**src/hw/rtl/cau_pkg.sv**
```systemverilog
package cau_pkg;

   localparam int WORD_BITS = 32;
   localparam int FRAC_BITS = 16;
   localparam int PROD_BITS = 2 * WORD_BITS;
   localparam int SUM_BITS  = 2 * WORD_BITS + 1;
   localparam int NUM_BITS  = 2 * WORD_BITS + FRAC_BITS;
   localparam int DEN_BITS  = 2 * WORD_BITS;
   // multiply, sum, prepare, divide setup, one stage per quotient bit, output
   localparam int STAGES    = WORD_BITS + 5;

   typedef enum logic [2:0] {
      KIND_ADD  = 3'd0,
      KIND_SUB  = 3'd1,
      KIND_MUL  = 3'd2,
      KIND_DIV  = 3'd3,
      KIND_CONJ = 3'd4,
      KIND_NEG  = 3'd5
   } kind_type;

   typedef struct packed {
      kind_type                     kind;
      logic signed [WORD_BITS-1:0]  a_re;
      logic signed [WORD_BITS-1:0]  a_im;
      logic signed [WORD_BITS-1:0]  b_re;
      logic signed [WORD_BITS-1:0]  b_im;
   } op_type;

   typedef struct packed {
      kind_type                     kind;
      logic                         dz;
      logic signed [WORD_BITS:0]    s_re;
      logic signed [WORD_BITS:0]    s_im;
      logic signed [PROD_BITS-1:0]  p_rr;
      logic signed [PROD_BITS-1:0]  p_ii;
      logic signed [PROD_BITS-1:0]  p_ri;
      logic signed [PROD_BITS-1:0]  p_ir;
      logic signed [PROD_BITS-1:0]  p_bb;
      logic signed [PROD_BITS-1:0]  p_cc;
   } mul_st_type;

   typedef struct packed {
      kind_type                     kind;
      logic                         dz;
      logic signed [WORD_BITS:0]    s_re;
      logic signed [WORD_BITS:0]    s_im;
      logic signed [SUM_BITS-1:0]   m_re;
      logic signed [SUM_BITS-1:0]   m_im;
      logic signed [SUM_BITS-1:0]   n_re;
      logic signed [SUM_BITS-1:0]   n_im;
      logic        [DEN_BITS-1:0]   den;
   } sum_st_type;

   typedef struct packed {
      kind_type                     kind;
      logic                         dz;
      logic signed [SUM_BITS-1:0]   v_re;
      logic signed [SUM_BITS-1:0]   v_im;
      logic                         neg_re;
      logic                         neg_im;
      logic        [NUM_BITS-1:0]   mag_re;
      logic        [NUM_BITS-1:0]   mag_im;
      logic        [DEN_BITS-1:0]   den;
   } prep_st_type;

   typedef struct packed {
      kind_type                     kind;
      logic                         dz;
      logic signed [SUM_BITS-1:0]   v_re;
      logic signed [SUM_BITS-1:0]   v_im;
      logic                         neg_re;
      logic                         neg_im;
      logic                         ov_re;
      logic                         ov_im;
      logic        [DEN_BITS-1:0]   hi_re;
      logic        [DEN_BITS-1:0]   hi_im;
      logic        [WORD_BITS-1:0]  lo_re;
      logic        [WORD_BITS-1:0]  lo_im;
      logic        [DEN_BITS-1:0]   den;
   } div_st_type;

   typedef struct packed {
      logic signed [WORD_BITS-1:0]  res_re;
      logic signed [WORD_BITS-1:0]  res_im;
      logic                         overflow;
      logic                         div_zero;
   } res_type;

endpackage

```
**src/hw/rtl/cau_div_step.sv**
```systemverilog
module cau_div_step (
   input  cau_pkg::div_st_type  st_i,
   output cau_pkg::div_st_type  st_o
);

   localparam int W  = cau_pkg::WORD_BITS;
   localparam int DW = cau_pkg::DEN_BITS;

   logic [DW:0] t_re, t_im, d_ext, r_re, r_im;
   logic        q_re, q_im;

   always_comb begin
      // restoring step: partial remainder stays below den unless overflow was flagged
      d_ext = {1'b0, st_i.den};
      t_re  = {st_i.hi_re, st_i.lo_re[W-1]};
      t_im  = {st_i.hi_im, st_i.lo_im[W-1]};
      q_re  = t_re >= d_ext;
      q_im  = t_im >= d_ext;
      r_re  = q_re ? t_re - d_ext : t_re;
      r_im  = q_im ? t_im - d_ext : t_im;

      st_o       = st_i;
      st_o.hi_re = r_re[DW-1:0];
      st_o.hi_im = r_im[DW-1:0];
      // low word shifts out dividend bits and fills with quotient bits
      st_o.lo_re = {st_i.lo_re[W-2:0], q_re};
      st_o.lo_im = {st_i.lo_im[W-2:0], q_im};
   end

endmodule

```
**config.mk**
```make
export PLATFORM = sky130hd
export DESIGN_NAME = cau_div_step
export DESIGN_NICKNAME = d
export VERILOG_FILES = /design/src/hw/rtl/cau_pkg.sv /design/src/hw/rtl/cau_div_step.sv
export SDC_FILE = /design/constraint.sdc
export NUM_CORES = 1
export LEC_CHECK = 0
export ABC_AREA = 1
export BUFFER_PORTS_ARGS = -buffer_cell sky130_fd_sc_hd__clkbuf_2
export CORE_AREA = 2 2 304 306
export DETAILED_ROUTE_END_ITERATION = 8
export DIE_AREA = 0 0 306 308
export SYNTH_ARGS = -nofsm -noshare
export SYNTH_HDL_FRONTEND = slang
export SYNTH_SLANG_ARGS = --single-unit
export TNS_END_PERCENT = 20
```
**constraint.sdc**
```tcl
create_clock -name vclk -period 2.4
set_input_delay 0.24 -clock vclk [all_inputs]
set_output_delay 0.24 -clock vclk [all_outputs]
set_load 0.005 [all_outputs]
```
* Yosys cells after proc, flatten, opt, wreduce, memory -nomap -nowiden
Index checks and enable logic that the tools add are counted.
** Word-level totals
- Register bits :: 0
- Input port bits :: 394
- Output and inout bits :: 394
- Word-level logic and storage cells :: 6
** Operators by class
- $add $sub $neg :: 2
- Magnitude comparators :: 2
- Mux-type cells :: 2
** Operators with widths (count)
- greater-or-equal comparator 65 x 64 -> 1 bit :: 2
- two-way mux 64 bit :: 2
- subtractor 64 bit :: 2

* Logic depth before layout (Yosys ltp)
Gate-level depths: netlist of run 1.
- Depth after elaboration :: 2
- Mapped depth :: 19
- Depth with buffers taken out :: 17

* Least setup slack after synthesis of run 1
No wires, ideal clock.
- Path kind :: input-to-output
- Start :: input st_i[56] (netlist name)
- End :: output st_o[195] (netlist name)
- Arrival :: 1.932 ns
- Data required time :: 2.160 ns
- Path slack :: 0.228 ns
- Cell stages on the path :: 13
- Path buffers :: 1
- Cell sequence :: inv_1 > ha_1 > nand2_1 > inv_1 > a21oi_1 > and2_1 > nor2_1 > nor2_1 > nand2_1 > nor2_8 > clkbuf_1 > nand3_1 > nand2_1
** RTL lines
- from (decl) :: RTL line cau_div_step.sv:2 : input cau_pkg::div_st_type st_i,
- to (decl) :: RTL line cau_div_step.sv:3 : output cau_pkg::div_st_type st_o

==> flow_metrics.tcl, run 1 <==
set metrics [dict create \
    status "complete, but fails checks" \
    stdcell_count 5465 \
    drv_cap 0 \
    totalWireLength_um 109000 \
    finalCriticalPeriod_ns 2.87 \
    start_kind "input pin" \
    cellLeakagePower_uw 0.0164 \
    first_global_vias 20500 \
    die-area_um2 94200 \
    fillers 10100 \
    gp_congestion 1.01 \
    dp_hpwl_um 95500 \
    slew_viol_final 0 \
    critPathMaxFanout 7 \
    netlist_instances 3340 \
    seq_cells 0 \
    drive_gt1_share_pct 43.7 \
    start_util_pct 17.7 \
    irDropWorstVdd_mv 0.154 \
    yosysTopAreaCellShare_pct 31.9 \
    power.density_nw_per_um2 282 \
    n_antenna_cell 0 \
    syn_area_per_cell_um2 4.83 \
    end_kind "output pin" \
    first_pass_iters 6 \
    hold_violations 0 \
    num_io_pins 788 \
    die_h_um 308 \
    grt_max_degree 32 \
    cp.required_ns 2.16 \
    grtUsageTotal_pct 21.6 \
    yosysWarnings 0 \
    synth_area_leaders "nand2_1 (32%), inv_1 (16%), buf_4 (12%)" \
    dp.cells 5378 \
    seq_area_um2 0 \
    failed_checks "negative setup slack" \
    synth_commonest_cells "nand2_1 (1,370), inv_1 (709), nand3_1 (278), buf_4 (266), nor2_1 (204)" \
    syn_area_um2 16100 \
    setup_viol 130 \
    final_nets 4805 \
    synth_most_common_cell "nand2_1" \
    period_share_pct 119 \
    hp-class "input pin to output pin" \
    rsz0062_at_grt "yes" \
    antenna_found_initial 6 \
    yosys.area.top_type "nand2_1" \
    rows 111 \
    seq_area_frac_synth_pct 0 \
    worstSetupPathType "input pin to output pin" \
    finalPower_uw 7910 \
    io_buffers 388 \
    synthToLayoutAreaGrowth_pct 73.5 \
    grt_pass1_wl_um 146000 \
    synth_fp_nets 3864 \
    die_x_um 306 \
    viasPerCell 4.21 \
    multi_input_area_um2 14200 \
    placed_area_um2 23500 \
    tightestPinTransition_ns 0.419 \
    postRouteAntennaNets 0 \
    wire_per_inst_um 19.9 \
    yosysUniqueCellTypes 40 \
    final_cell_area_um2 28000 \
    drc_errors 0 \
    max_freq_mhz 349 \
    critical_path_arrival_ns 2.63 \
    grt-ovfl-total 0 \
    finalWorstSetupSlack_ns -0.465 \
    slew_headroom_pct 71.8 \
    core_um2 91000 \
    via_count 23000 \
    drt_iter0_drc 1720 \
    clkbuf_count 0 \
]
cell type report:
class,count,share of cell area (%)
tap,1186,5.30
multi-input combinational,2317,50.6
timing repair buffer,1242,34.2
inverter,720,9.90
metal layers:
metal | part of all wire, % | GRT usage, % | vias up
li1 | - | - | 11600
met1 | 45 | 29.8 | 10300
met2 | 44 | 34.7 | 983
met3 | 8.2 | 3.58 | 169
met4 | 3.4 | 5.30 | 8
met5 | 0.044 | 0 | -
repair_timing:
action	4_1_cts	5_1_grt
setup buffers	48	29
cloned	11	4
setup endpoints to repair	130	130
resized for setup	361	440
hold buffers	0	0
pin swaps	73	114
metrics by stage:
stage / util [%] / setup WS [ns] / TNS (ns) / hold WS [ns]
2_1_floorplan: - / 0.228 / 0 / 0.561
3_3_place_gp: 25.8 / -1.01 / -99.45 / 0.480
3_5_place_dp: 25.8 / -1.00 / -101.04 / 0.480
4_1_cts: 28.8 / -0.455 / -53.34 / 0.480
6_report: 30.8 / -0.465 / -46.10 / 0.480
5_1_grt: 30.8 / -0.517 / -55.95 / 0.480
cells in the final DEF (no fill, tap or decap), types with 15 or more instances in the layout:
cell type	n
nand2_1	1183
nor2_1	121
nand3_1	215
ha_4	91
nand4_1	15
nor2_2	60
xor2_1	54
buf_4	762
nor2_4	56
nand2_4	38
nand2_2	186
nand3b_1	32
clkbuf_2	345
buf_2	15
buf_6	37
buf_12	58
clkinvlp_4	18
a21oi_1	71
nand3_2	51
inv_1	650
ha_1	29
inv_2	51
power breakdown:
part           internal, uW  switching (uW)
clock                     0               0
sequential                0               0
combinational          3650            4260
critical path, cell delays in order:
cell and delay [ns]:
buf_6 0.08, clkinvlp_4 0.21, ha_4 0.35, buf_6 0.09
nand2_4 0.05, nor2_4 0.11, nand2_2 0.07, nor2_4 0.15
and2_4 0.18, nand3b_4 0.09, nand2_4 0.09, nor2_8 0.06
buf_12 0.14, nand2_8 0.17, buf_12 0.18, nand3_4 0.11
nand2_2 0.11, buf_6 0.10
worst paths after layout:
check             startpoint         to  slack (ns)  cells after the start
setup / recovery    st_i[29]  st_o[236]       -0.47                     18
hold / removal     st_i[273]  st_o[273]        0.48                      0
logic make-up after synthesis:
group / after synthesis / synth area share [%]
fa+ha+maj: 130 / 10.2
xor+xnor: 62 / 3.36
compound gates: 102 / 3.25
simple gates: 2021 / 52.5
buf+inv: 1025 / 30.7
Power figures use the tool's default switching activity.
==> run 2: changes to the inputs <==
==> constraint.sdc (replaced) <==
create_clock -name vclk -period 2.4
set_input_delay 0.48 -clock vclk [all_inputs]
set_output_delay 0.48 -clock vclk [all_outputs]
set_load 0.005 [all_outputs]
==> run 2 against run 1 <==
Setup slack got worse by 0.52 ns. Non-clock buffer count decreased by 74. Die area unchanged. Global-route usage decreased by 0.60 points. Flip-flop and latch count unchanged. Final area decreased by 5.8%. Power decreased by 4.7%. Final cell count decreased by 1.4%. The run still ends with negative setup slack left. Critical endpoint is now st_o[240]. Core utilization decreased by 1.8 points.
==> flow_metrics.tcl, run 2 (synthesis results as in run 1) <==
set metrics [dict create \
    status "complete, but fails checks" \
    failed_checks "negative setup slack" \
    final_nets 4731 \
    most-common-layout-cells "nand2_1 (1,252), buf_4 (694), inv_1 (667), clkbuf_2 (370), nand3_1 (239)" \
    die-area_um2 94200 \
    layout.cells.most_common "nand2_1" \
    multi_input_area_um2 13200 \
    grt-ovfl-total 0 \
    wire_per_inst_um 20.2 \
    first_pass_iters 7 \
    holdWs_ns 0.960 \
    drt_iter0_drc 1897 \
    dp.cells 5314 \
    stdcell_count 5391 \
    n_antenna_cell 0 \
    slew_viol_final 0 \
    drc_errors 0 \
    rows 111 \
    seq_cells 0 \
    die_h_um 308 \
    drive_gt1_share_pct 38.7 \
    hold_violations 0 \
    finalWorstSetupSlack_ns -0.985 \
    finalCriticalPeriod_ns 3.38 \
    final_util_pct 29.0 \
    postRouteAntennaNets 0 \
    crit_buf_inv 5 \
    crit_cells 14 \
    crit_chain "clkbuf_2 > inv_1 > buf_4 > ha_2 > nand2_1 > nor2_4 > nand2_4 > nor4_4 > nand2_4 > nand2_8 > buf_12 > nand3_2 > nand2_1 > clkbuf_2" \
    finalPower_uw 7540 \
    die_x_um 306 \
    num_io_pins 788 \
    seq_area_um2 0 \
    end_kind "output pin" \
    dp_hpwl_um 93300 \
    power.density_nw_per_um2 286 \
    first_global_vias 20300 \
    totalWireLength_um 109000 \
    setup_viol 130 \
    clkbuf_count 0 \
    hp-class "input pin to output pin" \
    worstSetupPathType "input pin to output pin" \
    cp.required_ns 1.92 \
    max_freq_mhz 295 \
    hold_buffers 0 \
    irDropWorstVdd_mv 0.138 \
    cpPeakStageDelay_ns 0.45 \
    synthToLayoutAreaGrowth_pct 63.5 \
    grt_max_degree 54 \
    final_cell_area_um2 26400 \
    period_share_pct 141 \
    tightestPinTransition_ns 0.412 \
    drv_cap 0 \
    cellLeakagePower_uw 0.0158 \
    cpMaxStageDelayCell "nor4_4" \
    antenna_found_initial 3 \
    critical_path_arrival_ns 2.90 \
    viasPerCell 4.23 \
    cpLargestDelayFamily "simple AND/OR/NAND/NOR gates" \
    io_buffers 388 \
    critPathMaxFanout 9 \
    placed_area_um2 23300 \
    core_um2 91000 \
    start_kind "input pin" \
    grtUsageTotal_pct 21.0 \
    grt_pass1_wl_um 142000 \
    gp_congestion 0.989 \
    rsz0062_at_grt "yes" \
    via_count 22800 \
    start_util_pct 17.7 \
    fillers 10300 \
    slew_headroom_pct 72.3 \
    worstHoldPathCells 0 \
]
run 2: cell count changes in the layout (fill, tap and decap cells not counted), moves of 20 or more:
cell / before / now
nand3_1: 215 / 239
nand2_1: 1183 / 1252
buf_4: 762 / 694
inv_2: 51 / 22
nor2_4: 56 / 32
ha_4: 91 / 71
clkbuf_2: 345 / 370
nor2_1: 121 / 157
nand2_2: 186 / 133
run 2: timing repair:
action,CTS,global route
buffers inserted,29,26
gates resized for setup,169,314
endpoints found under the setup margin,130,130
gates cloned,6,18
pin swaps,27,93
run 2: path summary, 6_finish.rpt:
| path | slack [ns] | start | endpoint |
|---|---|---|---|
| worst max-delay path | -0.98 | st_i[57] | st_o[240] |
| worst min-delay path | 0.96 | st_i[117] | st_o[118] |
run 2: metal layers:
metal	up-vias	share of wire, %	track usage (%)
li1	11500	-	-
met1	10200	45	28.6
met2	1007	44	34.9
met3	175	7.8	3.12
met4	2	3.0	4.10
met5	-	0.012	0
run 2: final cells by class:
type	count	area share, %
Tap cell	1186	5.62
Multi-Input combinational cell	2317	50.0
Inverter	720	10.7
Timing Repair Buffer	1168	33.7
run 2: power by group:
| part | total, uW | switching, uW | leakage (uW) | internal [uW] |
|---|---|---|---|---|
| Sequential | 0 | 0 | 0 | 0 |
| Clock | 0 | 0 | 0 | 0 |
| Combinational | 7540 | 4150 | 0.0158 | 3390 |
| Total | 7540 | 4150 | 0.0158 | 3390 |
run 2: metrics by stage:
| stage | setup TNS, ns | worst slack [ns] |
|---|---|---|
| global route | -130.03 | -1.05 |
| detailed placement | -145.82 | -1.32 |
| global placement | -147.69 | -1.34 |
| finish | -120.02 | -0.985 |
| floorplan | -20.57 | -0.186 |
| CTS | -121.40 | -0.993 |
